File: src/nnr_pkg.sv
// Shared types and constants for the nearest-neighbor resizer.
// No dependencies; every other file of the block imports this package.
package nnr_pkg;

    localparam int CFG_W           = 9;
    localparam int CFG_IDX_W       = 2;
    localparam int COLOR_W         = 8;
    localparam int RGB_W           = 3 * COLOR_W;
    localparam int POS_W           = 2 * CFG_W;
    localparam int MAX_DIM_DEF     = 256;
    localparam int STORE_DEPTH_DEF = 65536;
    localparam int QUEUE_DEPTH     = 4;

    localparam logic [CFG_W-1:0] DIM_RESET = CFG_W'(256);

    typedef enum logic [CFG_IDX_W-1:0] {
        REG_IN_WIDTH   = 2'd0,
        REG_IN_HEIGHT  = 2'd1,
        REG_OUT_WIDTH  = 2'd2,
        REG_OUT_HEIGHT = 2'd3
    } cfg_reg_t;

    typedef enum logic {
        KIND_LOAD  = 1'b0,
        KIND_FETCH = 1'b1
    } kind_t;

    typedef struct packed {
        logic             done;
        logic [CFG_W-1:0] ow;
        logic [CFG_W-1:0] oh;
        logic [CFG_W-1:0] rmx;
        logic [CFG_W-1:0] rmy;
        logic [POS_W-1:0] frame;
    } geom_t;

endpackage

File: src/nnr_queue.sv
// Short FIFO between the front end and the frame store side.
// Depends on nnr_pkg for its depth.
module nnr_queue import nnr_pkg::*; #(
    parameter int W = 8
) (
    input  logic         aclk,
    input  logic         aresetn,
    input  logic         push,
    input  logic [W-1:0] data_in,
    output logic         full,
    input  logic         pop,
    output logic [W-1:0] data_out,
    output logic         empty
);

    localparam int PTR_W = $clog2(QUEUE_DEPTH);
    localparam int CNT_W = $clog2(QUEUE_DEPTH + 1);

    logic [W-1:0]     slot_reg [QUEUE_DEPTH];
    logic [PTR_W-1:0] wr_ptr_reg, rd_ptr_reg;
    logic [CNT_W-1:0] count_reg;

    assign full     = (count_reg == CNT_W'(QUEUE_DEPTH));
    assign empty    = (count_reg == '0);
    assign data_out = slot_reg[rd_ptr_reg];

    always_ff @(posedge aclk) begin
        if (!aresetn) begin
            wr_ptr_reg <= '0;
            rd_ptr_reg <= '0;
            count_reg  <= '0;
        end else begin
            if (push) wr_ptr_reg <= wr_ptr_reg + 1'b1;
            if (pop)  rd_ptr_reg <= rd_ptr_reg + 1'b1;
            if (push && !pop)      count_reg <= count_reg + 1'b1;
            else if (pop && !push) count_reg <= count_reg - 1'b1;
        end
    end

    always_ff @(posedge aclk) begin
        if (push) slot_reg[wr_ptr_reg] <= data_in;
    end

endmodule

File: config.mk
export PLATFORM = sky130hd
export DESIGN_NAME = nnr_queue
export DESIGN_NICKNAME = d
export VERILOG_FILES = /design/src/nnr_pkg.sv /design/src/nnr_queue.sv
export SDC_FILE = /design/constraint.sdc
export NUM_CORES = 1
export LEC_CHECK = 0
export BUFFER_PORTS_ARGS = -buffer_cell sky130_fd_sc_hd__buf_2
export CAP_MARGIN = 20
export CORE_MARGIN = 2
export CORE_UTILIZATION = 31
export CTS_CLUSTER_DIAMETER = 150
export DETAILED_ROUTE_END_ITERATION = 6
export MAX_ROUTING_LAYER = met4
export PLACE_DENSITY = 0.57
export SETUP_SLACK_MARGIN = 0.2
export SYNTH_ARGS = -nofsm -noshare
export SYNTH_HDL_FRONTEND = slang
export SYNTH_SLANG_ARGS = --single-unit
File: constraint.sdc
create_clock -name aclk -period 1.9 [get_ports aclk]
set_clock_uncertainty 0.1 [all_clocks]
set_input_delay 0.285 -clock aclk [delete_from_list [all_inputs] [get_ports aclk]]
set_output_delay 0.285 -clock aclk [all_outputs]
set_load 0.05 [all_outputs]
==> flow_metrics.tcl <==
set metrics [dict create \
    synth_area_um2 1600 \
    final_common_cell "edfxtp_1" \
    synthToLayoutAreaGrowth_pct 25.3 \
    port_buffers 21 \
    ys_seq_elements 41 \
    grt.total_usage_pct 10.5 \
    first_pass_iters 4 \
    drt-total-wl_um 2680 \
    whs_ps 99.3 \
    core-area_um2 5040 \
    cpPeakStageDelay_ps 520 \
    period_share_pct 97.5 \
    vias 802 \
    die_area_um2 5760 \
    p_leak_nw 0.723 \
    antenna_found_initial 0 \
    htreeDepth 2 \
    ir_drop_v 0.000403 \
    synth_cells 85 \
    ios 22 \
    clk_latency_ps 290 \
    finalMaxSlewViolations 0 \
    start_util_pct 31.8 \
    nFillCells 470 \
    finalSetupTns_ps 0 \
    grt_pass1_wl_um 4420 \
    grt_pass1_vias 885 \
    synth_top_cell_area_share_pct 60.0 \
    path_delay_family "multiplexers" \
    diodes 0 \
    cts_root_buf "clkbuf_8" \
    synth_top_area_cell "edfxtp_1" \
    finalCoreUtilization_pct 39.8 \
    grt_max_degree 15 \
    grt_setup_unrepaired "true" \
    hp-class "in2reg" \
    die_y_um 75.9 \
    mostFrequentLayoutCells "edfxtp_1 (32), buf_2 (13), and2_1 (9)" \
    ys_types 19 \
    cts_max_path_buffers 2 \
    fmax_mhz 540 \
    cts_buffers 5 \
    dp.cells 176 \
    largest_register_ffs 32 \
    overflow 0 \
    relSlewSlack_pct 70.9 \
    cts_sinks 41 \
    worstSetupPathType "reg2out" \
    drv_cap 0 \
    postCtsSetupBuffers 0 \
    drtIter0Drc 36 \
    ys_warn_count 0 \
    cp_num_buf_inv 2 \
    antenna_left 0 \
    drive_gt1_share_pct 38.6 \
    cpMaxStageDelayCell "mux4_2" \
    crit_arrival_ps 1470 \
    worst_pin_slew_ps 437 \
    run_status "complete, no violations" \
    layout_setup_ws_ps 48.4 \
    rows 26 \
    period_minus_slack_ps 1850 \
    viasPerCell 4.36 \
    path_max_fanout 8 \
    ctsHoldBuffers 0 \
    crit_path_start_kind "flip-flop" \
    instances_no_fill 184 \
    syn_area_per_cell_um2 18.9 \
    final_nets 131 \
    setup_viol 0 \
    dp_hpwl_um 1810 \
    power_density_nw_per_um2 1080 \
    required_ps 1510 \
    clkTransAtPathRegs_ps 90 \
    die_w_um 75.9 \
    seq_area_frac_synth_pct 71.2 \
    syn_nets 103 \
    cts_tree "yes" \
    post-place-ws_ps -24.2 \
    wl_per_cell_um 14.5 \
    crit_path_cell_trace "buf_12 > mux4_2 > buf_6" \
    drc 0 \
    worstSetupEndpointType "primary output" \
    gp_congestion 0.708 \
    finalHoldViolCount 0 \
    synth_area_leaders "edfxtp_1 (60%), dfxtp_1 (11%), mux4_2 (11%)" \
]
[routing by layer]
metal	wire, um	vias up	track usage, %
met4	11	0	2.73
met1	1150	400	11.2
met5	0	-	-
met2	1380	26	18.1
met3	139	2	4.29
li1	-	374	-
[power breakdown]
part | internal (mW) | total [mW] | switching (mW)
clock | 0.393 | 0.700 | 0.307
sequential | 1.03 | 1.06 | 0.0390
combinational | 0.175 | 0.411 | 0.237
[synthesized netlist by cell type]
| library cell | instances |
|---|---|
| mux2i_1 | 2 |
| inv_1 | 4 |
| a21boi_1 | 1 |
| fa_1 | 1 |
| or3_1 | 1 |
| o21ai_0 | 1 |
| xor2_1 | 3 |
| edfxtp_1 | 32 |
| buf_6 | 1 |
| nand2_1 | 1 |
| mux4_2 | 8 |
| clkbuf_2 | 1 |
| nor3_1 | 1 |
| and2_1 | 9 |
| dfxtp_1 | 9 |
| xnor2_1 | 2 |
| ha_1 | 5 |
| nor3b_1 | 1 |
| nor2b_1 | 2 |
[path summary, 6_finish.rpt]
kind	start	endpoint	slack [ps]	depth (start not counted)
max	flip-flop	data_out[4]	50	3
min	data_in[7]	slot_reg[2][7]$_DFFE_PP_	100	1
max reg2reg	count_reg[0]$_SDFFE_PN0P_	count_reg[2]$_SDFFE_PN0P_	260	4
min reg2reg	count_reg[2]$_SDFFE_PN0P_	count_reg[2]$_SDFFE_PN0P_	450	2
[cell type report]
class | instances | area (um2) | area share (%)
clock buffers | 5 | 68.8 | 3.43
multi-input cells | 38 | 440 | 21.9
flip-flops and latches | 41 | 1140 | 57.0
well taps | 70 | 87.6 | 4.36
inverters | 4 | 15.0 | 0.748
repair buffers | 23 | 205 | 10.2
clock inverters | 3 | 46.3 | 2.31
[cell families after synthesis]
kind of cell | count (synthesis) | share of synthesized area [%]
multiplexers | 10 | 12.5
AO/OA/AOI/OAI | 2 | 0.781
XOR/XNOR | 5 | 2.73
flip-flops | 41 | 71.2
buffers and inverters | 6 | 1.95
AND/OR/NAND/NOR | 15 | 5.70
adder cells (fa/ha/maj) | 6 | 5.15
[metrics by stage]
step	total power [mW]	area, um2
floorplan	1.34	1610
global placement	1.43	1820
detailed placement	1.44	1820
CTS	2.18	1980
global route	2.27	2010
finish	2.18	2010
[what timing repair did]
action | CTS | global route
gates resized for setup | 17 | 8
pin swaps | 0 | 1
endpoints found under the setup margin | 8 | 9
No activity file was read; power rests on OpenSTA's default activity.
