<file path="src/nnr_pkg.sv">
// Shared types and constants for the nearest-neighbor resizer.
// No dependencies; every other file of the block imports this package.
package nnr_pkg;

    localparam int CFG_W           = 9;
    localparam int CFG_IDX_W       = 2;
    localparam int COLOR_W         = 8;
    localparam int RGB_W           = 3 * COLOR_W;
    localparam int POS_W           = 2 * CFG_W;
    localparam int MAX_DIM_DEF     = 256;
    localparam int STORE_DEPTH_DEF = 65536;
    localparam int QUEUE_DEPTH     = 4;

    localparam logic [CFG_W-1:0] DIM_RESET = CFG_W'(256);

    typedef enum logic [CFG_IDX_W-1:0] {
        REG_IN_WIDTH   = 2'd0,
        REG_IN_HEIGHT  = 2'd1,
        REG_OUT_WIDTH  = 2'd2,
        REG_OUT_HEIGHT = 2'd3
    } cfg_reg_t;

    typedef enum logic {
        KIND_LOAD  = 1'b0,
        KIND_FETCH = 1'b1
    } kind_t;

    typedef struct packed {
        logic             done;
        logic [CFG_W-1:0] ow;
        logic [CFG_W-1:0] oh;
        logic [CFG_W-1:0] rmx;
        logic [CFG_W-1:0] rmy;
        logic [POS_W-1:0] frame;
    } geom_t;

endpackage

</file>
<file path="src/nnr_front.sv">
// Front end: accepts items, tracks load and target positions, forms store addresses.
// Depends on nnr_pkg; feeds nnr_queue.
module nnr_front import nnr_pkg::*; #(
    parameter int STORE_DEPTH = STORE_DEPTH_DEF,
    localparam int ADDR_W     = $clog2(STORE_DEPTH),
    localparam int ENTRY_W    = ADDR_W + RGB_W + 2
) (
    input  logic               aclk,
    input  logic               aresetn,
    input  logic               restart,
    input  geom_t              geom,
    input  logic [ADDR_W-1:0]  qx_mod,
    input  logic [ADDR_W-1:0]  qyiw_mod,
    input  logic [ADDR_W-1:0]  iw_mod,
    input  logic               s_valid,
    output logic               s_ready,
    input  logic               s_kind,
    input  logic [COLOR_W-1:0] s_red_in,
    input  logic [COLOR_W-1:0] s_green_in,
    input  logic [COLOR_W-1:0] s_blue_in,
    input  logic               q_full,
    output logic               q_push,
    output logic [ENTRY_W-1:0] q_data
);

    localparam logic [ADDR_W:0] DEPTH_V = (ADDR_W+1)'(STORE_DEPTH);

    function automatic logic [ADDR_W-1:0] add_mod(input logic [ADDR_W-1:0] a,
                                                  input logic [ADDR_W-1:0] b,
                                                  input logic c);
        logic [ADDR_W:0] t;
        t = {1'b0, a} + {1'b0, b} + {{ADDR_W{1'b0}}, c};
        if (t >= DEPTH_V) t = t - DEPTH_V;
        return t[ADDR_W-1:0];
    endfunction

    logic [CFG_W-1:0]  col_reg, row_reg, rx_reg, ry_reg;
    logic [ADDR_W-1:0] col_addr_reg, row_addr_reg, ld_addr_reg;
    logic [POS_W-1:0]  pos_reg;

    logic              accept, is_fetch, x_end, y_end, cx, cy, last, ld_wrap;
    logic [CFG_W:0]    rx_sum, ry_sum, rx_wrap, ry_wrap;
    logic [ADDR_W-1:0] col_step, row_mid, row_step, ld_addr_inc, addr;
    logic [POS_W:0]    pos_inc;

    assign s_ready  = geom.done && !q_full;
    assign accept   = s_valid && s_ready;
    assign is_fetch = (kind_t'(s_kind) == KIND_FETCH);

    assign x_end = (col_reg == geom.ow - 1'b1);
    assign y_end = (row_reg == geom.oh - 1'b1);
    assign last  = x_end && y_end;

    assign rx_sum  = {1'b0, rx_reg} + {1'b0, geom.rmx};
    assign cx      = (rx_sum >= {1'b0, geom.ow});
    assign rx_wrap = cx ? rx_sum - {1'b0, geom.ow} : rx_sum;
    assign ry_sum  = {1'b0, ry_reg} + {1'b0, geom.rmy};
    assign cy      = (ry_sum >= {1'b0, geom.oh});
    assign ry_wrap = cy ? ry_sum - {1'b0, geom.oh} : ry_sum;

    assign col_step = add_mod(col_addr_reg, qx_mod, cx);
    assign row_mid  = add_mod(row_addr_reg, qyiw_mod, 1'b0);
    assign row_step = add_mod(row_mid, cy ? iw_mod : '0, 1'b0);

    assign pos_inc     = {1'b0, pos_reg} + 1'b1;
    assign ld_wrap     = (pos_inc >= {1'b0, geom.frame});
    assign ld_addr_inc = (ld_addr_reg == ADDR_W'(STORE_DEPTH - 1)) ? '0
                                                                  : ld_addr_reg + 1'b1;

    assign addr   = is_fetch ? col_addr_reg : ld_addr_reg;
    assign q_push = accept;
    assign q_data = {s_kind, is_fetch && last, addr, s_red_in, s_green_in, s_blue_in};

    always_ff @(posedge aclk) begin
        if (!aresetn || restart) begin
            col_reg      <= '0;
            row_reg      <= '0;
            rx_reg       <= '0;
            ry_reg       <= '0;
            col_addr_reg <= '0;
            row_addr_reg <= '0;
            pos_reg      <= '0;
            ld_addr_reg  <= '0;
        end else if (accept && is_fetch) begin
            if (!x_end) begin
                col_reg      <= col_reg + 1'b1;
                rx_reg       <= rx_wrap[CFG_W-1:0];
                col_addr_reg <= col_step;
            end else if (!y_end) begin
                col_reg      <= '0;
                rx_reg       <= '0;
                row_reg      <= row_reg + 1'b1;
                ry_reg       <= ry_wrap[CFG_W-1:0];
                row_addr_reg <= row_step;
                col_addr_reg <= row_step;
            end else begin
                col_reg      <= '0;
                rx_reg       <= '0;
                row_reg      <= '0;
                ry_reg       <= '0;
                row_addr_reg <= '0;
                col_addr_reg <= '0;
            end
        end else if (accept) begin
            if (ld_wrap) begin
                pos_reg     <= '0;
                ld_addr_reg <= '0;
            end else begin
                pos_reg     <= pos_inc[POS_W-1:0];
                ld_addr_reg <= ld_addr_inc;
            end
        end
    end

endmodule

</file>
<file path="config.mk">
export PLATFORM = sky130hd
export DESIGN_NAME = nnr_front
export DESIGN_NICKNAME = d
export VERILOG_FILES = /design/src/nnr_pkg.sv /design/src/nnr_front.sv
export SDC_FILE = /design/constraint.sdc
export NUM_CORES = 1
export LEC_CHECK = 0
export BUFFER_PORTS_ARGS = -buffer_cell sky130_fd_sc_hd__buf_2
export CELL_PAD_IN_SITES_DETAIL_PLACEMENT = 1
export CELL_PAD_IN_SITES_GLOBAL_PLACEMENT = 1
export CORE_UTILIZATION = 42
export DETAILED_ROUTE_END_ITERATION = 12
export PLACE_DENSITY_LB_ADDON = 0.1
export RECOVER_POWER = 100
export SYNTH_ARGS = -nofsm -noshare
export SYNTH_HDL_FRONTEND = slang
export SYNTH_SLANG_ARGS = --single-unit
</file>
<file path="constraint.sdc">
create_clock -name aclk -period 8.6 [get_ports aclk]
set_input_delay 1.72 -clock aclk [delete_from_list [all_inputs] [get_ports aclk]]
set_output_delay 1.72 -clock aclk [all_outputs]
set_load 0.01 [all_outputs]
</file>
==> results.tsv, run 1 <==
stage	metric	value	unit
yosys	Most used DFF post-synth	dfxtp_1	
yosys	Post-synth EDFFs	0	
yosys	post-synthesis mux area share	2.98	%
clock_network	CTS Buf Count	9	
final_layout	Final #Nets	1537	
route	DR top layer	met4	
timing	worst slew pin tran	1.52	ns
yosys	most frequent cell after synthesis	nand2_1	
timing	max-slew violations	12	
route	Via Count	8758	
setup_path	reg2reg setup slack	2.11	ns
route	met2 wire length	12100	µm
route	Avg WL per Cell	17.2	µm
setup_path	CP Buf/Inv Count	2	
clock_network	post-cts sizing count	0	
yosys	post-synth net total	1445	
clock_network	clk buf depth	2	
min_path	Worst Hold Endpoint	ry_reg[8]	
yosys	post-synthesis compound-gate area fraction	17.9	%
yosys	Synth area leader	dfxtp_1	
grt	All-Layer GR Usage	24.1	%
route	WL met1	13600	µm
route	metal3 WL	919	µm
floorplanning	Top Ports	177	
min_path	Hold Crit Depth	2	
yosys	area share of fa/ha/maj cells after synthesis	16.0	%
timing	Slew headroom	-2.07	%
floorplanning	die height	152	µm
floorplanning	core area	0.0219	mm²
power	Peak VDD IR	0.0902	mV
route	Vias/cell	5.56	
clock_network	clock root buffer master	clkbuf_16	
setup_path	delay-heaviest family, CP	compound AO/OA/AOI/OAI gates	
grt	vias in the first global route	8701	
outcome	status	complete, but fails checks	
yosys	register area share after synthesis	21.7	%
timing	FMAX	0.131	GHz
yosys	Post-synth top cells	135 x nand2_1, 107 x ha_1, 102 x dfxtp_1	
yosys	mean post-synth cell area	7.85	µm²
setup_path	worst reg2reg path endpoint	col_addr_reg[14]	
timing	final setup fails	0	
floorplanning	Initial Util	42.9	%
final_layout	max reg flops	18	
floorplanning	die width	152	µm
timing	Period minus WS final	7.64	ns
route	DRC Markers	0	
power	Final Power	0.00124	W
clock_network	Clock transition at path regs	0.07	ns
yosys	synthesized flop and latch total	102	
clock_network	H-tree Lvls	3	
route	DRT Pass-1 Iters	5	
floorplanning	Placement Rows	54	
timing	Hold Violations, Final	0	
yosys	Ys Warns	0	
setup_path	CP max stage delay	0.61	ns
timing	Setup Skew	0.0115	ns
final_layout	Synth-to-Final Area Change	11.1	%
clock_network	cts hold-fix bufs	0	
yosys	Synth top area share	21.7	%
yosys	synth top area cells	dfxtp_1 22%, ha_1 14%, xnor2_1 6.8%, nand2_1 5.4%, xor2_1 5.0%	
yosys	Post-Synthesis Cells	1197	
yosys	Yosys cell types	72	
outcome	failing checks	max-capacitance violations, max-slew violations	
place	dpl hpwl	21500	µm
setup_path	worst r2r src	ry_reg[0]	
setup_path	critical path arrival	7.87	ns
timing	RSZ-0062 raised after global routing	false	
power	Leak	4.74	nW
grt	overflow left after global routing	0	
route	Total Wirelength	27100	µm
setup_path	Slowest cell on crit path	a2111oi_0	
final_layout	layout cells sized above 1	13.4	%
clock_network	setup bufs post-CTS	0	
clock_network	clk_lat worst skew	0.36	ns
min_path	hold path start	ry_reg[8]	
floorplanning	DIE AREA	0.0230	mm²
grt	first-pass GRT wire length	43700	µm
min_path	Hold Path Class	reg -> reg	
setup_path	Setup Crit Path Kind	in -> reg	
place	Final Wtd Congestion	0.872	
setup_path	Critical Path RT	8.83	ns
yosys	Synth Area in XOR/XNOR	11.8	%
clock_network	CTS tree	yes	
clock_network	Sink Count	102	
yosys	ys async rst share	0	%
setup_path	CP startpoint kind	primary input	
setup_path	crit end category	register	
grt	largest net degree at the start of global routing	52	
power	pwr dens	119	mW/mm²
place	number of buffers added on ports	128	
grt	antenna violations before repair	0	
setup_path	CP Max Fanout	15	
setup_path	R2R cell count	27	
yosys	synthesized area	0.00940	mm²
timing	Final TNS setup	0	ns
yosys	largest family of logic cells by synthesized area	simple AND/OR/NAND/NOR gates	
flow_run	maxcap violations	1	
route	Iteration-0 DRC Markers	338	
route	number of nets still failing antenna checks after routing	0	
timing	fin crit share	88.9	%
yosys	simple-gate share of the synthesized area	23.6	%
## area by class of cell
class                   count  area (µm²)
clock buffers              10         239
diodes                      1        2.50
inverters                  60         225
clock inverters             6         101
repair buffers            141         697
well taps                 280         350
fillers                  2795       11500
multi-input cells         975        6780
flip-flops and latches    102        2040
## worst max-delay path by stage
| stage | start | endpoint | slack (ns) | cells past startpoint |
|---|---|---|---|---|
| floorplan | geom[18] | col_addr_reg[14] | 1.44 | 28 |
| global placement | geom[18] | col_addr_reg[14] | 1.14 | 28 |
| detailed placement | geom[18] | col_addr_reg[14] | 0.90 | 28 |
| CTS | geom[18] | col_addr_reg[14] | 1.13 | 28 |
| global route | geom[18] | col_addr_reg[14] | 0.51 | 28 |
| finish | geom[18] | col_addr_reg[14] | 0.96 | 28 |
## metrics by stage
step                      util, %  setup slack [ns]  hold slack (ns)  instance area, µm²  cells
final                        47.7             0.956            0.465               10400   1575
after global routing         47.7             0.509            0.492               10400   1574
after CTS                    47.9              1.13            0.460               10500   1574
after detailed placement     46.4             0.900            0.449               10200   1558
after global placement       46.4              1.14            0.440               10200   1558
after floorplan                 -              1.44            0.426                9400   1197
## cells by family after synthesis
group                      count (synthesis)
AOI/OAI and AO/OA                        266
xor gates and xnor gates                 127
adders and majority gates                115
buffers and inverters                    120
DFF                                      102
muxes                                     26
and+or+nand+nor                          441
## power breakdown
| group | internal, W | switching (W) |
|---|---|---|
| sequential | 0.000473 | 0.00000179 |
| clock | 0.000268 | 0.000211 |
| combinational | 0.000120 | 0.000163 |
## layer usage
| metal | track usage, % | vias up |
|---|---|---|
| met1 | 33.3 | 4167 |
| met3 | 1.92 | 29 |
| li1 | - | 4403 |
| met5 | 0 | - |
| met4 | 6.58 | 0 |
| met2 | 40.1 | 159 |
## tightest hold or removal path, stage by stage, from the launching register on
cell and delay [ns]:
dfxtp_1 0.33, nand2_1 0.05, o21ai_0 0.05
## cells in the final DEF, fill, tap and decap left out, drive strengths merged, types with 3 or more instances in the layout
master,netlist,final
nand2,135,135
buf,32,116
ha,107,107
dfxtp,102,102
a21oi,86,86
nor2,84,84
xnor2,73,73
o21ai,62,62
inv,60,62
xor2,54,54
nor3,45,45
clkbuf,28,35
nand3,34,34
and3,28,28
a21o,27,27
and2,20,20
nor2b,18,18
o211ai,17,17
nand4,17,17
nand2b,17,17
mux2,16,16
nor4,14,14
mux2i,10,10
a31oi,9,9
fa,8,8
or3,8,8
or2,7,7
o31ai,7,7
o21a,7,7
o21bai,5,5
nand3b,5,5
o22ai,5,5
a22o,5,5
o41ai,4,4
a211oi,3,3
o2111ai,3,3
Power figures use the tool's default switching activity.
==> inputs of run 2 (changes only) <==
--- a/config.mk
+++ b/config.mk
@@ -10,7 +10,7 @@
 export CELL_PAD_IN_SITES_GLOBAL_PLACEMENT = 1
 export CORE_UTILIZATION = 42
 export DETAILED_ROUTE_END_ITERATION = 12
-export PLACE_DENSITY_LB_ADDON = 0.1
+export PLACE_DENSITY_LB_ADDON = 0.3
 export RECOVER_POWER = 100
 export SYNTH_ARGS = -nofsm -noshare
 export SYNTH_HDL_FRONTEND = slang
==> results.tsv, run 2 (synthesized netlist as in run 1, its figures left out) <==
stage	metric	value	unit
final_layout	Final #Nets	1535	
final_layout	most frequent cells in the layout	135 x nand2_1, 109 x buf_2, 107 x ha_1	
setup_path	crit end category	register	
clock_network	Sink Count	102	
route	DRC Markers	0	
timing	RSZ-0062 raised after global routing	false	
route	Total Wirelength	27200	µm
setup_path	CP Max Fanout	18	
timing	Final TNS setup	0	ns
power	Final Power	0.00120	W
floorplanning	die width	152	µm
route	number of nets still failing antenna checks after routing	0	
final_layout	final core occ	47.4	%
clock_network	Clock transition at path regs	0.08	ns
route	Avg WL per Cell	17.3	µm
route	DR top layer	met4	
power	Leak	4.72	nW
route	met2 wire length	12800	µm
clock_network	clk buf depth	2	
clock_network	clock root buffer master	clkbuf_16	
timing	fin crit share	89.9	%
final_layout	max reg flops	18	
floorplanning	Placement Rows	54	
timing	setup ws final	0.869	ns
power	Reg power frac	39.7	%
setup_path	Critical Path RT	8.84	ns
timing	FMAX	0.129	GHz
clock_network	clk_lat worst skew	0.36	ns
clock_network	setup bufs post-CTS	0	
timing	Setup Skew	0.00890	ns
floorplanning	core area	0.0219	mm²
floorplanning	Initial Util	42.9	%
setup_path	CP startpoint kind	primary input	
route	metal3 WL	908	µm
floorplanning	Top Ports	177	
timing	Slew headroom	13.2	%
place	pre-CTS setup slack	0.919	ns
clock_network	H-tree Lvls	3	
grt	first-pass GRT wire length	44200	µm
power	Comb power frac	23.5	%
route	WL met1	12900	µm
grt	All-Layer GR Usage	24.6	%
power	clock share of power	36.8	%
timing	Hold Violations, Final	0	
place	Final Wtd Congestion	0.871	
outcome	status	finished, final reports clean	
flow_run	maxcap violations	0	
grt	overflow left after global routing	0	
final_layout	Synth-to-Final Area Change	10.4	%
timing	worst slew pin tran	1.30	ns
grt	vias in the first global route	8900	
grt	largest net degree at the start of global routing	52	
place	number of buffers added on ports	128	
setup_path	Setup Crit Path Kind	in -> reg	
clock_network	cts hold-fix bufs	0	
power	pwr dens	116	mW/mm²
place	dpl hpwl	21900	µm
power	switching pwr	0.000373	W
power	sw frac	31.2	%
route	DRT Pass-1 Iters	4	
timing	final hold slack	0.459	ns
floorplanning	die height	152	µm
grt	antenna violations before repair	1	
route	Via Count	8769	
timing	Period minus WS final	7.73	ns
power	Pint	0.000825	W
clock_network	post-cts sizing count	0	
timing	final setup fails	0	
final_layout	commonest non-fill, non-tap cell in the layout	nand2_1	
setup_path	critical path arrival	7.97	ns
final_layout	layout cells sized above 1	13.2	%
timing	max-slew violations	0	
min_path	Hold Path Class	reg -> reg	
power	Peak VDD IR	0.0816	mV
route	Iteration-0 DRC Markers	308	
clock_network	CTS Buf Count	9	
route	Vias/cell	5.57	
clock_network	CTS tree	yes	
floorplanning	DIE AREA	0.0230	mm²
[run 2: stage by stage]
| step | instances | instance area [µm²] |
|---|---|---|
| 3_5_place_dp | 1556 | 10100 |
| 2_1_floorplan | 1197 | 9400 |
| 6_report | 1573 | 10400 |
| 4_1_cts | 1572 | 10400 |
| 3_3_place_gp | 1556 | 10100 |
| 5_1_grt | 1573 | 10400 |
[run 2: area by class of cell]
class                      count  area (µm²)
fill                        2826       11500
multi-input combinational    975        6770
sequential                   102        2040
timing repair buffer         139         681
tap                          280         350
clock buffer                  10         229
inverter                      60         225
clock inverter                 6        75.1
antenna                        1        2.50
[run 2: routing by layer]
layer	global-route usage, %	vias up
met5	0	-
li1	-	4398
met4	9.01	0
met3	2.66	51
met1	32.0	4164
met2	41.7	156
[run 2: critical path, stage by stage]
cell and delay [ns]:
buf_2 0.10, ha_1 0.22, fa_1 0.41, nand2_1 0.08, nand2_1 0.05, a21oi_1 0.21
o21bai_1 0.09, a21oi_1 0.23, o21ai_0 0.15, xor2_1 0.17, ha_1 0.33, nand2_1 0.08
nor3_1 0.05, a2111oi_0 0.67, nand3_1 0.23, clkbuf_1 0.36, and2_0 0.28, ha_1 0.21
fa_1 0.42, nand3_1 0.13, a21oi_1 0.11, o311a_1 0.36, o41ai_1 0.43, o21ai_0 0.24
a31oi_1 0.24, xnor2_1 0.11, a32oi_1 0.19, o21ai_0 0.09
[run 2: power groups by stage]
stage / combinational (W) / clock [W] / sequential (W)
after CTS: 0.000286 / 0.000451 / 0.000475
after detailed placement: 0.000284 / 0 / 0.000487
final: 0.000282 / 0.000441 / 0.000475
after global routing: 0.000315 / 0.000468 / 0.000476
after floorplan: 0.000206 / 0 / 0.000486
after global placement: 0.000277 / 0 / 0.000487
[run 2: path summary, 6_finish.rpt]
kind             start          endpoint  slack (ns)  depth (start not counted)
max           geom[18]  col_addr_reg[14]        0.87                         28
min          rx_reg[6]         rx_reg[6]        0.46                          2
min reg2reg  rx_reg[6]         rx_reg[6]        0.46                          2
max reg2reg  ry_reg[0]  col_addr_reg[14]        2.03                         27
