$ cat src/nnr_pkg.sv
// Shared types and constants for the nearest-neighbor resizer.
// No dependencies; every other file of the block imports this package.
package nnr_pkg;

    localparam int CFG_W           = 9;
    localparam int CFG_IDX_W       = 2;
    localparam int COLOR_W         = 8;
    localparam int RGB_W           = 3 * COLOR_W;
    localparam int POS_W           = 2 * CFG_W;
    localparam int MAX_DIM_DEF     = 256;
    localparam int STORE_DEPTH_DEF = 65536;
    localparam int QUEUE_DEPTH     = 4;

    localparam logic [CFG_W-1:0] DIM_RESET = CFG_W'(256);

    typedef enum logic [CFG_IDX_W-1:0] {
        REG_IN_WIDTH   = 2'd0,
        REG_IN_HEIGHT  = 2'd1,
        REG_OUT_WIDTH  = 2'd2,
        REG_OUT_HEIGHT = 2'd3
    } cfg_reg_t;

    typedef enum logic {
        KIND_LOAD  = 1'b0,
        KIND_FETCH = 1'b1
    } kind_t;

    typedef struct packed {
        logic             done;
        logic [CFG_W-1:0] ow;
        logic [CFG_W-1:0] oh;
        logic [CFG_W-1:0] rmx;
        logic [CFG_W-1:0] rmy;
        logic [POS_W-1:0] frame;
    } geom_t;

endpackage

$ cat src/nnr_setup.sv
// Configuration registers and the geometry sequencer (divide, multiply, reduce).
// Depends on nnr_pkg.
module nnr_setup import nnr_pkg::*; #(
    parameter int MAX_DIM     = MAX_DIM_DEF,
    parameter int STORE_DEPTH = STORE_DEPTH_DEF,
    localparam int ADDR_W     = $clog2(STORE_DEPTH)
) (
    input  logic                 aclk,
    input  logic                 aresetn,
    input  logic                 cfg_valid,
    output logic                 cfg_ready,
    input  logic [CFG_IDX_W-1:0] cfg_index,
    input  logic [CFG_W-1:0]     cfg_data,
    output logic                 restart,
    output geom_t                geom,
    output logic [ADDR_W-1:0]    qx_mod,
    output logic [ADDR_W-1:0]    qyiw_mod,
    output logic [ADDR_W-1:0]    iw_mod
);

    localparam int DIM_CODE_MAX = (1 << CFG_W) - 1;
    localparam int DIM_CAP      = (MAX_DIM < DIM_CODE_MAX) ? MAX_DIM : DIM_CODE_MAX;
    localparam int STEP_W       = $clog2(POS_W);
    localparam logic [ADDR_W:0] DEPTH_V = (ADDR_W+1)'(STORE_DEPTH);

    typedef enum logic [4:0] {
        ST_LOAD = 5'b00001,
        ST_DIV  = 5'b00010,
        ST_MUL  = 5'b00100,
        ST_MOD  = 5'b01000,
        ST_RUN  = 5'b10000
    } setup_state_t;

    function automatic logic [CFG_W-1:0] eff_dim(input logic [CFG_W-1:0] v);
        if (v == '0) return CFG_W'(1);
        if (32'(v) > 32'(DIM_CAP)) return CFG_W'(DIM_CAP);
        return v;
    endfunction

    function automatic logic [CFG_W:0] div_step(input logic [CFG_W-1:0] rem,
                                                input logic b,
                                                input logic [CFG_W-1:0] den);
        logic [CFG_W:0] t;
        logic [CFG_W:0] d;
        t = {rem, b};
        d = t - {1'b0, den};
        if (t >= {1'b0, den}) return {1'b1, d[CFG_W-1:0]};
        return {1'b0, t[CFG_W-1:0]};
    endfunction

    function automatic logic [ADDR_W-1:0] mod_step(input logic [ADDR_W-1:0] r,
                                                   input logic b);
        logic [ADDR_W:0] t;
        t = {r, b};
        if (t >= DEPTH_V) t = t - DEPTH_V;
        return t[ADDR_W-1:0];
    endfunction

    logic [CFG_W-1:0]  in_w_reg, in_h_reg, out_w_reg, out_h_reg;
    setup_state_t      state_reg, state_next;
    logic [STEP_W-1:0] step_reg, step_next;
    logic [CFG_W-1:0]  numx_reg, numy_reg, remx_reg, remy_reg, qx_reg, qy_reg;
    logic [POS_W-1:0]  frame_reg, sha_reg, shb_reg, shc_reg;
    logic [ADDR_W-1:0] ra_reg, rb_reg, rc_reg;
    logic [CFG_W-1:0]  iwe, ihe, owe, ohe;
    logic [CFG_W:0]    dx, dy;
    logic              cfg_write;

    assign cfg_ready = 1'b1;
    assign cfg_write = cfg_valid && cfg_ready;
    assign restart   = cfg_write;

    assign iwe = eff_dim(in_w_reg);
    assign ihe = eff_dim(in_h_reg);
    assign owe = eff_dim(out_w_reg);
    assign ohe = eff_dim(out_h_reg);

    assign dx = div_step(remx_reg, numx_reg[CFG_W-1], owe);
    assign dy = div_step(remy_reg, numy_reg[CFG_W-1], ohe);

    always_comb begin
        state_next = state_reg;
        step_next  = step_reg;
        priority if (cfg_write) begin
            state_next = ST_LOAD;
            step_next  = '0;
        end else begin
            unique case (state_reg)
                ST_LOAD: begin
                    state_next = ST_DIV;
                    step_next  = '0;
                end
                ST_DIV: begin
                    if (step_reg == STEP_W'(CFG_W - 1)) begin
                        state_next = ST_MUL;
                        step_next  = '0;
                    end else begin
                        step_next = step_reg + 1'b1;
                    end
                end
                ST_MUL: begin
                    state_next = ST_MOD;
                    step_next  = '0;
                end
                ST_MOD: begin
                    if (step_reg == STEP_W'(POS_W - 1)) begin
                        state_next = ST_RUN;
                        step_next  = '0;
                    end else begin
                        step_next = step_reg + 1'b1;
                    end
                end
                ST_RUN: begin
                    state_next = ST_RUN;
                end
                default: begin
                    state_next = ST_LOAD;
                    step_next  = '0;
                end
            endcase
        end
    end

    always_ff @(posedge aclk) begin
        if (!aresetn) begin
            in_w_reg  <= DIM_RESET;
            in_h_reg  <= DIM_RESET;
            out_w_reg <= DIM_RESET;
            out_h_reg <= DIM_RESET;
            state_reg <= ST_LOAD;
            step_reg  <= '0;
        end else begin
            state_reg <= state_next;
            step_reg  <= step_next;
            if (cfg_write) begin
                unique case (cfg_reg_t'(cfg_index))
                    REG_IN_WIDTH:   in_w_reg  <= cfg_data;
                    REG_IN_HEIGHT:  in_h_reg  <= cfg_data;
                    REG_OUT_WIDTH:  out_w_reg <= cfg_data;
                    REG_OUT_HEIGHT: out_h_reg <= cfg_data;
                endcase
            end
        end
    end

    always_ff @(posedge aclk) begin
        unique case (state_reg)
            ST_LOAD: begin
                numx_reg <= iwe;
                numy_reg <= ihe;
                remx_reg <= '0;
                remy_reg <= '0;
                qx_reg   <= '0;
                qy_reg   <= '0;
            end
            ST_DIV: begin
                remx_reg <= dx[CFG_W-1:0];
                remy_reg <= dy[CFG_W-1:0];
                qx_reg   <= {qx_reg[CFG_W-2:0], dx[CFG_W]};
                qy_reg   <= {qy_reg[CFG_W-2:0], dy[CFG_W]};
                numx_reg <= numx_reg << 1;
                numy_reg <= numy_reg << 1;
            end
            ST_MUL: begin
                sha_reg   <= POS_W'(qy_reg * iwe);
                frame_reg <= POS_W'(iwe * ihe);
                shb_reg   <= POS_W'(iwe);
                shc_reg   <= POS_W'(qx_reg);
                ra_reg    <= '0;
                rb_reg    <= '0;
                rc_reg    <= '0;
            end
            ST_MOD: begin
                ra_reg  <= mod_step(ra_reg, sha_reg[POS_W-1]);
                rb_reg  <= mod_step(rb_reg, shb_reg[POS_W-1]);
                rc_reg  <= mod_step(rc_reg, shc_reg[POS_W-1]);
                sha_reg <= sha_reg << 1;
                shb_reg <= shb_reg << 1;
                shc_reg <= shc_reg << 1;
            end
            ST_RUN: begin
                ra_reg <= ra_reg;
            end
            default: begin
                ra_reg <= ra_reg;
            end
        endcase
    end

    always_comb begin
        geom.done  = (state_reg == ST_RUN);
        geom.ow    = owe;
        geom.oh    = ohe;
        geom.rmx   = remx_reg;
        geom.rmy   = remy_reg;
        geom.frame = frame_reg;
    end

    assign qx_mod   = rc_reg;
    assign qyiw_mod = ra_reg;
    assign iw_mod   = rb_reg;

endmodule

$ cat config.mk
export PLATFORM = sky130hd
export DESIGN_NAME = nnr_setup
export DESIGN_NICKNAME = d
export VERILOG_FILES = /design/src/nnr_pkg.sv /design/src/nnr_setup.sv
export SDC_FILE = /design/constraint.sdc
export NUM_CORES = 1
export LEC_CHECK = 0
export ABC_AREA = 1
export BUFFER_PORTS_ARGS = -buffer_cell sky130_fd_sc_hd__buf_2
export CAP_MARGIN = 20
export CELL_PAD_IN_SITES_DETAIL_PLACEMENT = 1
export CELL_PAD_IN_SITES_GLOBAL_PLACEMENT = 1
export CORE_MARGIN = 2
export CORE_UTILIZATION = 48
export CTS_BUF_LIST = sky130_fd_sc_hd__clkbuf_8
export DETAILED_ROUTE_END_ITERATION = 10
export HOLD_SLACK_MARGIN = 0.06
export PLACE_DENSITY = 0.92
export SETUP_SLACK_MARGIN = 0.3
export SKIP_CTS_REPAIR_TIMING = 1
export SLEW_MARGIN = 0
export SYNTH_ARGS = -nofsm -noshare
export SYNTH_HDL_FRONTEND = slang
export SYNTH_SLANG_ARGS = --single-unit
$ cat constraint.sdc
create_clock -name aclk -period 6.1 [get_ports aclk]
set_clock_uncertainty 0.05 [all_clocks]
set_input_delay 0 -clock aclk [delete_from_list [all_inputs] [get_ports aclk]]
set_output_delay 0 -clock aclk [all_outputs]
set_load 0.005 [all_outputs]
==> impl_table.tex, run 1 <==
\begin{tabular}{lr}
\hline
Metric & Value \\
\hline
\multicolumn{2}{l}{\textbf{Run status}} \\
Outcome & finished, final reports clean \\
\multicolumn{2}{l}{\textbf{Floorplan}} \\
Die Y & $\sim$180 um \\
Floorplan core area & roughly 0.031 mm2 \\
Initial core utilization & 0.484 \\
I/O pins & about 120 \\
Die span in x & 182 um \\
Site Rows & 65 \\
Die Area & between 0.03 and 0.04 mm2 \\
\multicolumn{2}{l}{\textbf{Synthesis}} \\
Post-synth top cells & sky130\_fd\_sc\_hd\_\_inv\_1, sky130\_fd\_sc\_hd\_\_nand2\_1, sky130\_fd\_sc\_hd\_\_nor2\_1, sky130\_fd\_sc\_hd\_\_edfxtp\_1, sky130\_fd\_sc\_hd\_\_fa\_1 \\
Synthesis Warnings & 0 \\
Count leader, synth & sky130\_fd\_sc\_hd\_\_inv\_1 \\
Area share of the leading cell type in the synthesized netlist & 0.345 \\
Synth Flop Type & sky130\_fd\_sc\_hd\_\_edfxtp\_1 \\
Area of the mapped netlist & approximately 0.015 mm2 \\
Total of flip-flops plus latches after synthesis & 220 \\
Part of the Yosys area used for sequential elements & 0.406 \\
Library cells used by synthesis & 41 \\
Dominant cells by area after synthesis & sky130\_fd\_sc\_hd\_\_edfxtp\_1, sky130\_fd\_sc\_hd\_\_fa\_1, sky130\_fd\_sc\_hd\_\_inv\_1 \\
Mapped Cells & roughly 1,800 \\
Mapped Avg Cell Area & $\sim$8.6 um2 \\
Syn nets & approximately 2,000 \\
Number of flops mapped to enable cells by yosys & about 170 \\
Share of synthesized flip-flops with an asynchronous set or reset & 0 \\
Synth area leader & sky130\_fd\_sc\_hd\_\_edfxtp\_1 \\
\multicolumn{2}{l}{\textbf{Pwr}} \\
Proportion of power drawn by combinational gates & 0.140 \\
Switching Share & 0.310 \\
Power share of the sequential group & 0.466 \\
Total net switching power & between 1 and 1.5 mW \\
Cell Int Power & between 2 and 3 mW \\
Clk network pwr share & 0.393 \\
Static leakage & between 8 and 9 nW \\
Overall Power & around 3.7 mW \\
Areal power density over the cells & $\sim$210 mW/mm2 \\
Worst ir drop on vdd & 0.182 mV \\
\multicolumn{2}{l}{\textbf{Critical path}} \\
Worst endpoint required time & 6.42 ns \\
Cells along the critical path & inv\_1, nand2\_1, buf\_4, nor2\_1, fa\_1, fa\_1, fa\_1, inv\_1, fa\_1, inv\_1, ha\_1, a21oi\_1, o21ai\_0, a21oi\_1, nand2\_1, nand2\_1, nand2\_1 \\
CP peak stage delay & 0.56 ns \\
Standard cell with the maximum stage delay on the critical path & sky130\_fd\_sc\_hd\_\_fa\_1 \\
Largest fanout on the critical path & 16 \\
Crit-path leading delay family & adder cells \\
Start-to-end type of the worst setup path & flop to flop \\
CP Buf/Inv Count & 4 \\
Data arrival time of the critical path & about 5.9 ns \\
Minimum setup slack among reg-to-reg paths & a little under 0.5 ns \\
Kind of start point of the critical path & flop \\
Kind of capture point of the worst setup path & flop \\
\multicolumn{2}{l}{\textbf{GRT}} \\
Largest net degree at the start of global routing & between 90 and 100 \\
Total GRT Usage & 0.273 \\
GRT overflow & 0 \\
Global-route wire length before repair & a little over 70,000 um \\
Number of global-route vias before repair & roughly 14,000 \\
Antenna violations before repair & 0 \\
\multicolumn{2}{l}{\textbf{Timing}} \\
RSZ-0062 raised after global routing & no \\
Final critical-path required period & 5.61 ns \\
Share of the cycle needed by the critical path after routing & 0.920 \\
Number of setup violations in the final report & 0 \\
Rel. slew slack & 0.349 \\
Maximum achievable frequency & 0.178 GHz \\
Final worst hold slack & 0.254 ns \\
Worst slew pin tran & $\sim$0.98 ns \\
Setup TNS & 0 ns \\
Final hold violations & 0 \\
Slew Limit Fails & 0 \\
\multicolumn{2}{l}{\textbf{Final layout}} \\
FF/Latch Area & 0.00615 mm2 \\
Number of fillers in the final layout & 3,726 \\
Final standard cell utilization of the core & 0.547 \\
Proportion of layout cells with a drive suffix above 1 & 0.113 \\
Area Overhead vs Synth & 13.1\% \\
Final net count & around 2,100 \\
N\_diodes & 0 \\
Area of combinational cells with multiple inputs & 0.00727 mm2 \\
\multicolumn{2}{l}{\textbf{Routing}} \\
Via count of the routed design & 13,098 \\
TritonRoute pass-1 iters & 6 \\
Initial detailed-routing violation count & a little over 1,000 \\
Number of routed nets with antenna violations & 0 \\
Final wirelength & approximately 50,000 um \\
Wire length per cell after detailed routing & approximately 21 um \\
DRC violations left & 0 \\
Avg Vias per Cell & between 5 and 6 \\
\multicolumn{2}{l}{\textbf{CTS}} \\
Maximum root-to-sink buffer count & 3 \\
Number of levels the H-tree was split into & 2 \\
Clock transition at the registers of the reported paths & 0.08 ns \\
CTS tree & done \\
Clock network latency to the later pin of the worst-skew pair & 0.63 ns \\
Num Clock Sinks & between 200 and 250 \\
Total clock buffers created by CTS & between 40 and 50 \\
Clk root buf & sky130\_fd\_sc\_hd\_\_clkbuf\_8 \\
\multicolumn{2}{l}{\textbf{Place}} \\
Final HPWL from detailed placement & about 32,000 um \\
Quantity of I/O buffers inserted on ports & between 100 and 150 \\
Routability congestion estimate from global placement & 0.918 \\
\multicolumn{2}{l}{\textbf{Flow run}} \\
Max Cap Viol & 0 \\
\multicolumn{2}{l}{\textbf{Hold path}} \\
Worst min path class & input port to flop \\
\hline
\end{tabular}
-- power by group through the flow --
stage | sequential [mW] | combinational (mW) | clock, mW
after floorplan | 1.72 | 0.330 | 0
after global placement | 1.73 | 0.430 | 0
after detailed placement | 1.74 | 0.460 | 0
after CTS | 1.71 | 0.475 | 1.43
after global routing | 1.71 | 0.567 | 1.50
final | 1.71 | 0.515 | 1.44
-- final timing paths --
path           startpoint             to  depth (start not counted)
max           in_w_reg[8]  frame_reg[17]                         17
min           cfg_data[6]    in_w_reg[6]                          4
max reg2reg   in_w_reg[8]  frame_reg[17]                         17
min reg2reg  out_h_reg[4]   out_h_reg[4]                          2
-- final cells by class --
cell class / count / share of cell area
inverter: 401 / 0.0878
tap: 402 / 0.0293
multi-input combinational: 1104 / 0.424
sequential: 220 / 0.359
clock inverter: 31 / 0.0103
timing repair buffer: 154 / 0.0552
clock buffer: 43 / 0.0345
-- tightest hold or removal path: cells and delay by family --
family | cells | cell delay [ns]
AND/OR/NAND/NOR | 2 | 0.20
buffers and inverters | 2 | 0.69
-- per-stage QoR --
step	area (um2)	setup WS, ns	cells
floorplan	15200	1.62	1770
global placement	16100	1.06	2255
detailed placement	16100	0.781	2255
CTS	16900	0.738	2329
global route	17100	0.241	2355
finish	17100	0.486	2355
-- kinds of logic (layout without fill, tap and decap cells) --
kind of cell	count (synthesis)	in the layout	share of synthesized area
AO/OA/AOI/OAI	154	154	0.0553
XOR/XNOR	22	22	0.0127
adder cells (fa/ha/maj)	199	199	0.215
buffers and inverters	446	629	0.115
flip-flops	220	220	0.406
other	1	1	0.000247
AND/OR/NAND/NOR	728	728	0.196
-- layout by cell type, fill, tap and decap left out, types with 46 or more instances in the layout --
cell / synthesis / routed
sky130_fd_sc_hd__a21oi_1: 55 / 55
sky130_fd_sc_hd__buf_2: 25 / 117
sky130_fd_sc_hd__dfxtp_1: 46 / 46
sky130_fd_sc_hd__edfxtp_1: 174 / 174
sky130_fd_sc_hd__fa_1: 102 / 102
sky130_fd_sc_hd__ha_1: 97 / 97
sky130_fd_sc_hd__inv_1: 391 / 406
sky130_fd_sc_hd__nand2_1: 334 / 332
sky130_fd_sc_hd__nand3_1: 49 / 49
sky130_fd_sc_hd__nor2_1: 289 / 289
sky130_fd_sc_hd__o21ai_0: 76 / 76
-- metal layers --
metal  wire (um)  vias to the layer above  global-route usage
met1       18200                     6448               0.302
met3        3240                      241              0.0503
met5           0                        -                   0
li1            -                     5766                   -
met2       25800                      643               0.497
met4        3180                        0               0.144
No activity file was read; power rests on OpenSTA's default activity.
==> run 2, diff against run 1 <==
--- a/config.mk
+++ b/config.mk
@@ -5,15 +5,14 @@
 export SDC_FILE = /design/constraint.sdc
 export NUM_CORES = 1
 export LEC_CHECK = 0
-export ABC_AREA = 1
-export BUFFER_PORTS_ARGS = -buffer_cell sky130_fd_sc_hd__buf_2
 export CAP_MARGIN = 20
 export CELL_PAD_IN_SITES_DETAIL_PLACEMENT = 1
 export CELL_PAD_IN_SITES_GLOBAL_PLACEMENT = 1
 export CORE_MARGIN = 2
-export CORE_UTILIZATION = 48
+export CORE_UTILIZATION = 53
 export CTS_BUF_LIST = sky130_fd_sc_hd__clkbuf_8
 export DETAILED_ROUTE_END_ITERATION = 10
+export DONT_BUFFER_PORTS = 1
 export HOLD_SLACK_MARGIN = 0.06
 export PLACE_DENSITY = 0.92
 export SETUP_SLACK_MARGIN = 0.3
==> run 2 against run 1 <==
Effect of this change:
- core utilization up 3.9 points
- combinational power down 34%
- total power down 8.3%
- sequential power about the same
- final cell count down 19%
- wire length down 18%
- critical path depth down 1
- via count down 15%
- sequential cell count unchanged
- die area down 10%
- first-iteration DRC count down 18%
- critical path type unchanged
- highest routed layer unchanged
==> impl_table.tex, run 2 <==
\begin{tabular}{lr}
\hline
Metric & Value \\
\hline
\multicolumn{2}{l}{\textbf{Run status}} \\
Outcome & finished, final reports clean (unchanged) \\
\multicolumn{2}{l}{\textbf{Critical path}} \\
CP Buf/Inv Count & 4 (unchanged) \\
Start-to-end type of the worst setup path & flop to flop (unchanged) \\
Cells along the critical path & nor2b\_1, buf\_4, nand2\_1, fa\_1, inv\_1, fa\_1, ha\_1, inv\_1, fa\_1, inv\_1, fa\_1, a211oi\_1, o211ai\_1, a41oi\_1, xor2\_1, o21ai\_0 (was inv\_1, nand2\_1, buf\_4, nor2\_1, fa\_1, fa\_1, fa\_1, inv\_1, fa\_1, inv\_1, ha\_1, a21oi\_1, o21ai\_0, a21oi\_1, nand2\_1, nand2\_1, nand2\_1) \\
Worst endpoint required time & 6.31 ns (was 6.42 ns) \\
Most frequent cell on the critical path & sky130\_fd\_sc\_hd\_\_fa\_1 \\
Critical Path Start & in\_w\_reg[8] (unchanged) \\
Kind of capture point of the worst setup path & flop (unchanged) \\
Largest fanout on the critical path & 22 (was 16) \\
Standard cell with the maximum stage delay on the critical path & sky130\_fd\_sc\_hd\_\_nor2b\_1 (was sky130\_fd\_sc\_hd\_\_fa\_1) \\
Worst r2r src & in\_w\_reg[8] (unchanged) \\
CP peak stage delay & 0.56 ns (about the same) \\
Crit-path leading delay family & adder cells (unchanged) \\
Data arrival time of the critical path & 5.74 ns (was 5.94 ns) \\
Kind of start point of the critical path & flop (unchanged) \\
\multicolumn{2}{l}{\textbf{Place}} \\
Final HPWL from detailed placement & 28,000 um (was 31,700 um) \\
Worst-case setup slack after placement & 0.506 ns (was 0.781 ns) \\
Quantity of I/O buffers inserted on ports & 0 (was 117) \\
Routability congestion estimate from global placement & 0.920 (was 0.918) \\
\multicolumn{2}{l}{\textbf{GRT}} \\
Global-route wire length before repair & 63,500 um (was 71,300 um) \\
GRT overflow & 0 (unchanged) \\
Total GRT Usage & 0.273 (about the same) \\
Antenna violations before repair & 0 (unchanged) \\
Largest net degree at the start of global routing & 111 (was 92) \\
Number of global-route vias before repair & 12,296 (was 13,717) \\
\multicolumn{2}{l}{\textbf{Hold path}} \\
Source of the worst hold timing path & cfg\_data[8] (was cfg\_data[6]) \\
Worst min path class & input port to flop (unchanged) \\
\multicolumn{2}{l}{\textbf{Synthesis}} \\
Area share of the leading cell type in the synthesized netlist & 0.348 (was 0.345) \\
Mapped Avg Cell Area & 10.1 um2 (was 8.56 um2) \\
Synth Flop Type & sky130\_fd\_sc\_hd\_\_edfxtp\_1 (unchanged) \\
Area of the mapped netlist & 0.0150 mm2 (was 0.0152 mm2) \\
Library cells used by synthesis & 72 (was 41) \\
Count leader, synth & sky130\_fd\_sc\_hd\_\_nand2\_1 (was sky130\_fd\_sc\_hd\_\_inv\_1) \\
Number of flops mapped to enable cells by yosys & 174 (unchanged) \\
Total of flip-flops plus latches after synthesis & 220 (unchanged) \\
Post-synth top cells & sky130\_fd\_sc\_hd\_\_nand2\_1, sky130\_fd\_sc\_hd\_\_edfxtp\_1, sky130\_fd\_sc\_hd\_\_inv\_1, sky130\_fd\_sc\_hd\_\_and2\_1, sky130\_fd\_sc\_hd\_\_fa\_1 (was sky130\_fd\_sc\_hd\_\_inv\_1, sky130\_fd\_sc\_hd\_\_nand2\_1, sky130\_fd\_sc\_hd\_\_nor2\_1, sky130\_fd\_sc\_hd\_\_edfxtp\_1, sky130\_fd\_sc\_hd\_\_fa\_1) \\
Mapped Cells & 1,490 (was 1,770) \\
Dominant cells by area after synthesis & sky130\_fd\_sc\_hd\_\_edfxtp\_1, sky130\_fd\_sc\_hd\_\_fa\_1, sky130\_fd\_sc\_hd\_\_ha\_1 (was sky130\_fd\_sc\_hd\_\_edfxtp\_1, sky130\_fd\_sc\_hd\_\_fa\_1, sky130\_fd\_sc\_hd\_\_inv\_1) \\
Syn nets & 1,703 (was 1,983) \\
Part of the Yosys area used for sequential elements & 0.409 (was 0.406) \\
Synthesis Warnings & 0 (unchanged) \\
Share of synthesized flip-flops with an asynchronous set or reset & 0 (unchanged) \\
Synth area leader & sky130\_fd\_sc\_hd\_\_edfxtp\_1 (unchanged) \\
\multicolumn{2}{l}{\textbf{Floorplan}} \\
Initial core utilization & 0.539 (was 0.484) \\
Site Rows & 61 (was 65) \\
Die Area & 0.0297 mm2 (was 0.0330 mm2) \\
Die Y & 172 um (was 182 um) \\
Floorplan core area & 0.0279 mm2 (was 0.0313 mm2) \\
Die span in x & 172 um (was 182 um) \\
I/O pins & 119 (unchanged) \\
\multicolumn{2}{l}{\textbf{Final layout}} \\
Most frequent standard cell in the layout excluding fill and tap cells & sky130\_fd\_sc\_hd\_\_nand2\_1 (was sky130\_fd\_sc\_hd\_\_inv\_1) \\
Final standard cell utilization of the core & 0.586 (was 0.547) \\
Final net count & 1,723 (was 2,135) \\
FF/Latch Area & 0.00615 mm2 (about the same) \\
Number of fillers in the final layout & 3,035 (was 3,726) \\
Proportion of layout cells with a drive suffix above 1 & 0.0559 (was 0.113) \\
Commonest non-fill, non-tap cells in the layout & sky130\_fd\_sc\_hd\_\_nand2\_1, sky130\_fd\_sc\_hd\_\_inv\_1, sky130\_fd\_sc\_hd\_\_edfxtp\_1 (was sky130\_fd\_sc\_hd\_\_inv\_1, sky130\_fd\_sc\_hd\_\_nand2\_1, sky130\_fd\_sc\_hd\_\_nor2\_1) \\
Area of combinational cells with multiple inputs & 0.00800 mm2 (was 0.00727 mm2) \\
N\_diodes & 0 (unchanged) \\
Area Overhead vs Synth & 8.82\% (was 13.1\%) \\
\multicolumn{2}{l}{\textbf{CTS}} \\
Total clock buffers created by CTS & 39 (was 41) \\
Num Clock Sinks & 220 (unchanged) \\
Clock transition at the registers of the reported paths & 0.06 ns (was 0.08 ns) \\
Maximum root-to-sink buffer count & 3 (unchanged) \\
Number of levels the H-tree was split into & 2 (unchanged) \\
Clk root buf & sky130\_fd\_sc\_hd\_\_clkbuf\_8 (unchanged) \\
Clock network latency to the later pin of the worst-skew pair & 0.57 ns (was 0.63 ns) \\
CTS tree & done (unchanged) \\
\multicolumn{2}{l}{\textbf{Timing}} \\
Final hold violations & 0 (unchanged) \\
Worst slew pin tran & 0.968 ns (was 0.976 ns) \\
PnR worst setup slack & 0.562 ns (was 0.486 ns) \\
Final critical-path required period & 5.54 ns (was 5.61 ns) \\
Number of setup violations in the final report & 0 (unchanged) \\
Slew Limit Fails & 0 (unchanged) \\
Setup TNS & 0 ns (unchanged) \\
RSZ-0062 raised after global routing & no (unchanged) \\
Rel. slew slack & 0.353 (was 0.349) \\
Share of the cycle needed by the critical path after routing & 0.908 (was 0.920) \\
Maximum achievable frequency & 0.181 GHz (was 0.178 GHz) \\
\multicolumn{2}{l}{\textbf{Pwr}} \\
Areal power density over the cells & 206 mW/mm2 (was 214 mW/mm2) \\
Worst ir drop on vdd & 0.179 mV (was 0.182 mV) \\
Static leakage & 7.03 nW (was 8.76 nW) \\
\multicolumn{2}{l}{\textbf{Routing}} \\
Final wirelength & 41,000 um (was 50,400 um) \\
DRC violations left & 0 (unchanged) \\
TritonRoute pass-1 iters & 5 (was 6) \\
Avg Vias per Cell & 5.82 (was 5.56) \\
Number of routed nets with antenna violations & 0 (unchanged) \\
Wire length per cell after detailed routing & 21.4 um (about the same) \\
Initial detailed-routing violation count & 850 (was 1,034) \\
Via count of the routed design & 11,142 (was 13,098) \\
\multicolumn{2}{l}{\textbf{Flow run}} \\
Max Cap Viol & 0 (unchanged) \\
\hline
\end{tabular}
==> run 2: routing by layer <==
| layer | share of wire | global-route usage | vias to the layer above |
|---|---|---|---|
| li1 | - | - | 5005 |
| met1 | 0.38 | 0.317 | 5616 |
| met2 | 0.52 | 0.496 | 395 |
| met3 | 0.060 | 0.0579 | 126 |
| met4 | 0.036 | 0.103 | 0 |
| met5 | 0 | 0 | - |
==> run 2: cells by family (layout without fill, tap and decap cells) <==
family | after synthesis | after routing | share of synthesized area
simple gates | 597 | 597 | 0.201
buf+inv | 231 | 279 | 0.0600
flops | 220 | 220 | 0.409
fa+ha+maj | 199 | 199 | 0.217
compound gates | 199 | 199 | 0.0860
mux | 22 | 22 | 0.0147
xor+xnor | 21 | 21 | 0.0122
other cells | 1 | 1 | 0.000250
==> run 2: report_power, final <==
part	internal, mW	leakage [nW]	switching (mW)
Sequential	1.66	1.96	0.0507
Combinational	0.123	4.62	0.214
Clock	0.656	0.444	0.665
==> run 2: worst paths after layout <==
path	endpoint	cells after the start	slack, ns
setup / recovery	sha_reg[14]	16	0.56
hold reg to reg	out_w_reg[3]	2	0.44
hold / removal	in_w_reg[8]	3	0.08
setup reg to reg	sha_reg[14]	16	0.56
==> run 2: final cells by class <==
type                    count  share of cell area
multi-input cells        1039               0.490
flip-flops and latches    220               0.376
inverters                 175              0.0402
clock buffers              43              0.0362
well taps                 378              0.0289
repair buffers             35              0.0208
clock inverters            26             0.00781
==> run 2: per-stage QoR <==
stage,cells,hold WS [ns],power (mW),cell area (um2)
detailed placement,1824,-0.0498,2.04,15400
CTS,1893,-0.557,3.35,16100
global route,1916,0.0785,3.50,16300
global placement,1824,-0.0498,2.01,15400
finish,1916,0.0762,3.37,16300
floorplan,1490,0.0308,1.95,15000
==> run 2: worst reg2reg max path, stage by stage, from the launching register on <==
cell and delay [ns]:
sky130_fd_sc_hd__dfxtp_2 0.47, sky130_fd_sc_hd__nor2b_1 0.57, sky130_fd_sc_hd__buf_4 0.29, sky130_fd_sc_hd__nand2_1 0.11, sky130_fd_sc_hd__fa_1 0.57, sky130_fd_sc_hd__inv_1 0.05
sky130_fd_sc_hd__fa_1 0.45, sky130_fd_sc_hd__ha_1 0.30, sky130_fd_sc_hd__inv_1 0.06, sky130_fd_sc_hd__fa_1 0.54, sky130_fd_sc_hd__inv_1 0.08, sky130_fd_sc_hd__fa_1 0.50
sky130_fd_sc_hd__a211oi_1 0.39, sky130_fd_sc_hd__o211ai_1 0.27, sky130_fd_sc_hd__a41oi_1 0.30, sky130_fd_sc_hd__xor2_1 0.15, sky130_fd_sc_hd__o21ai_0 0.09
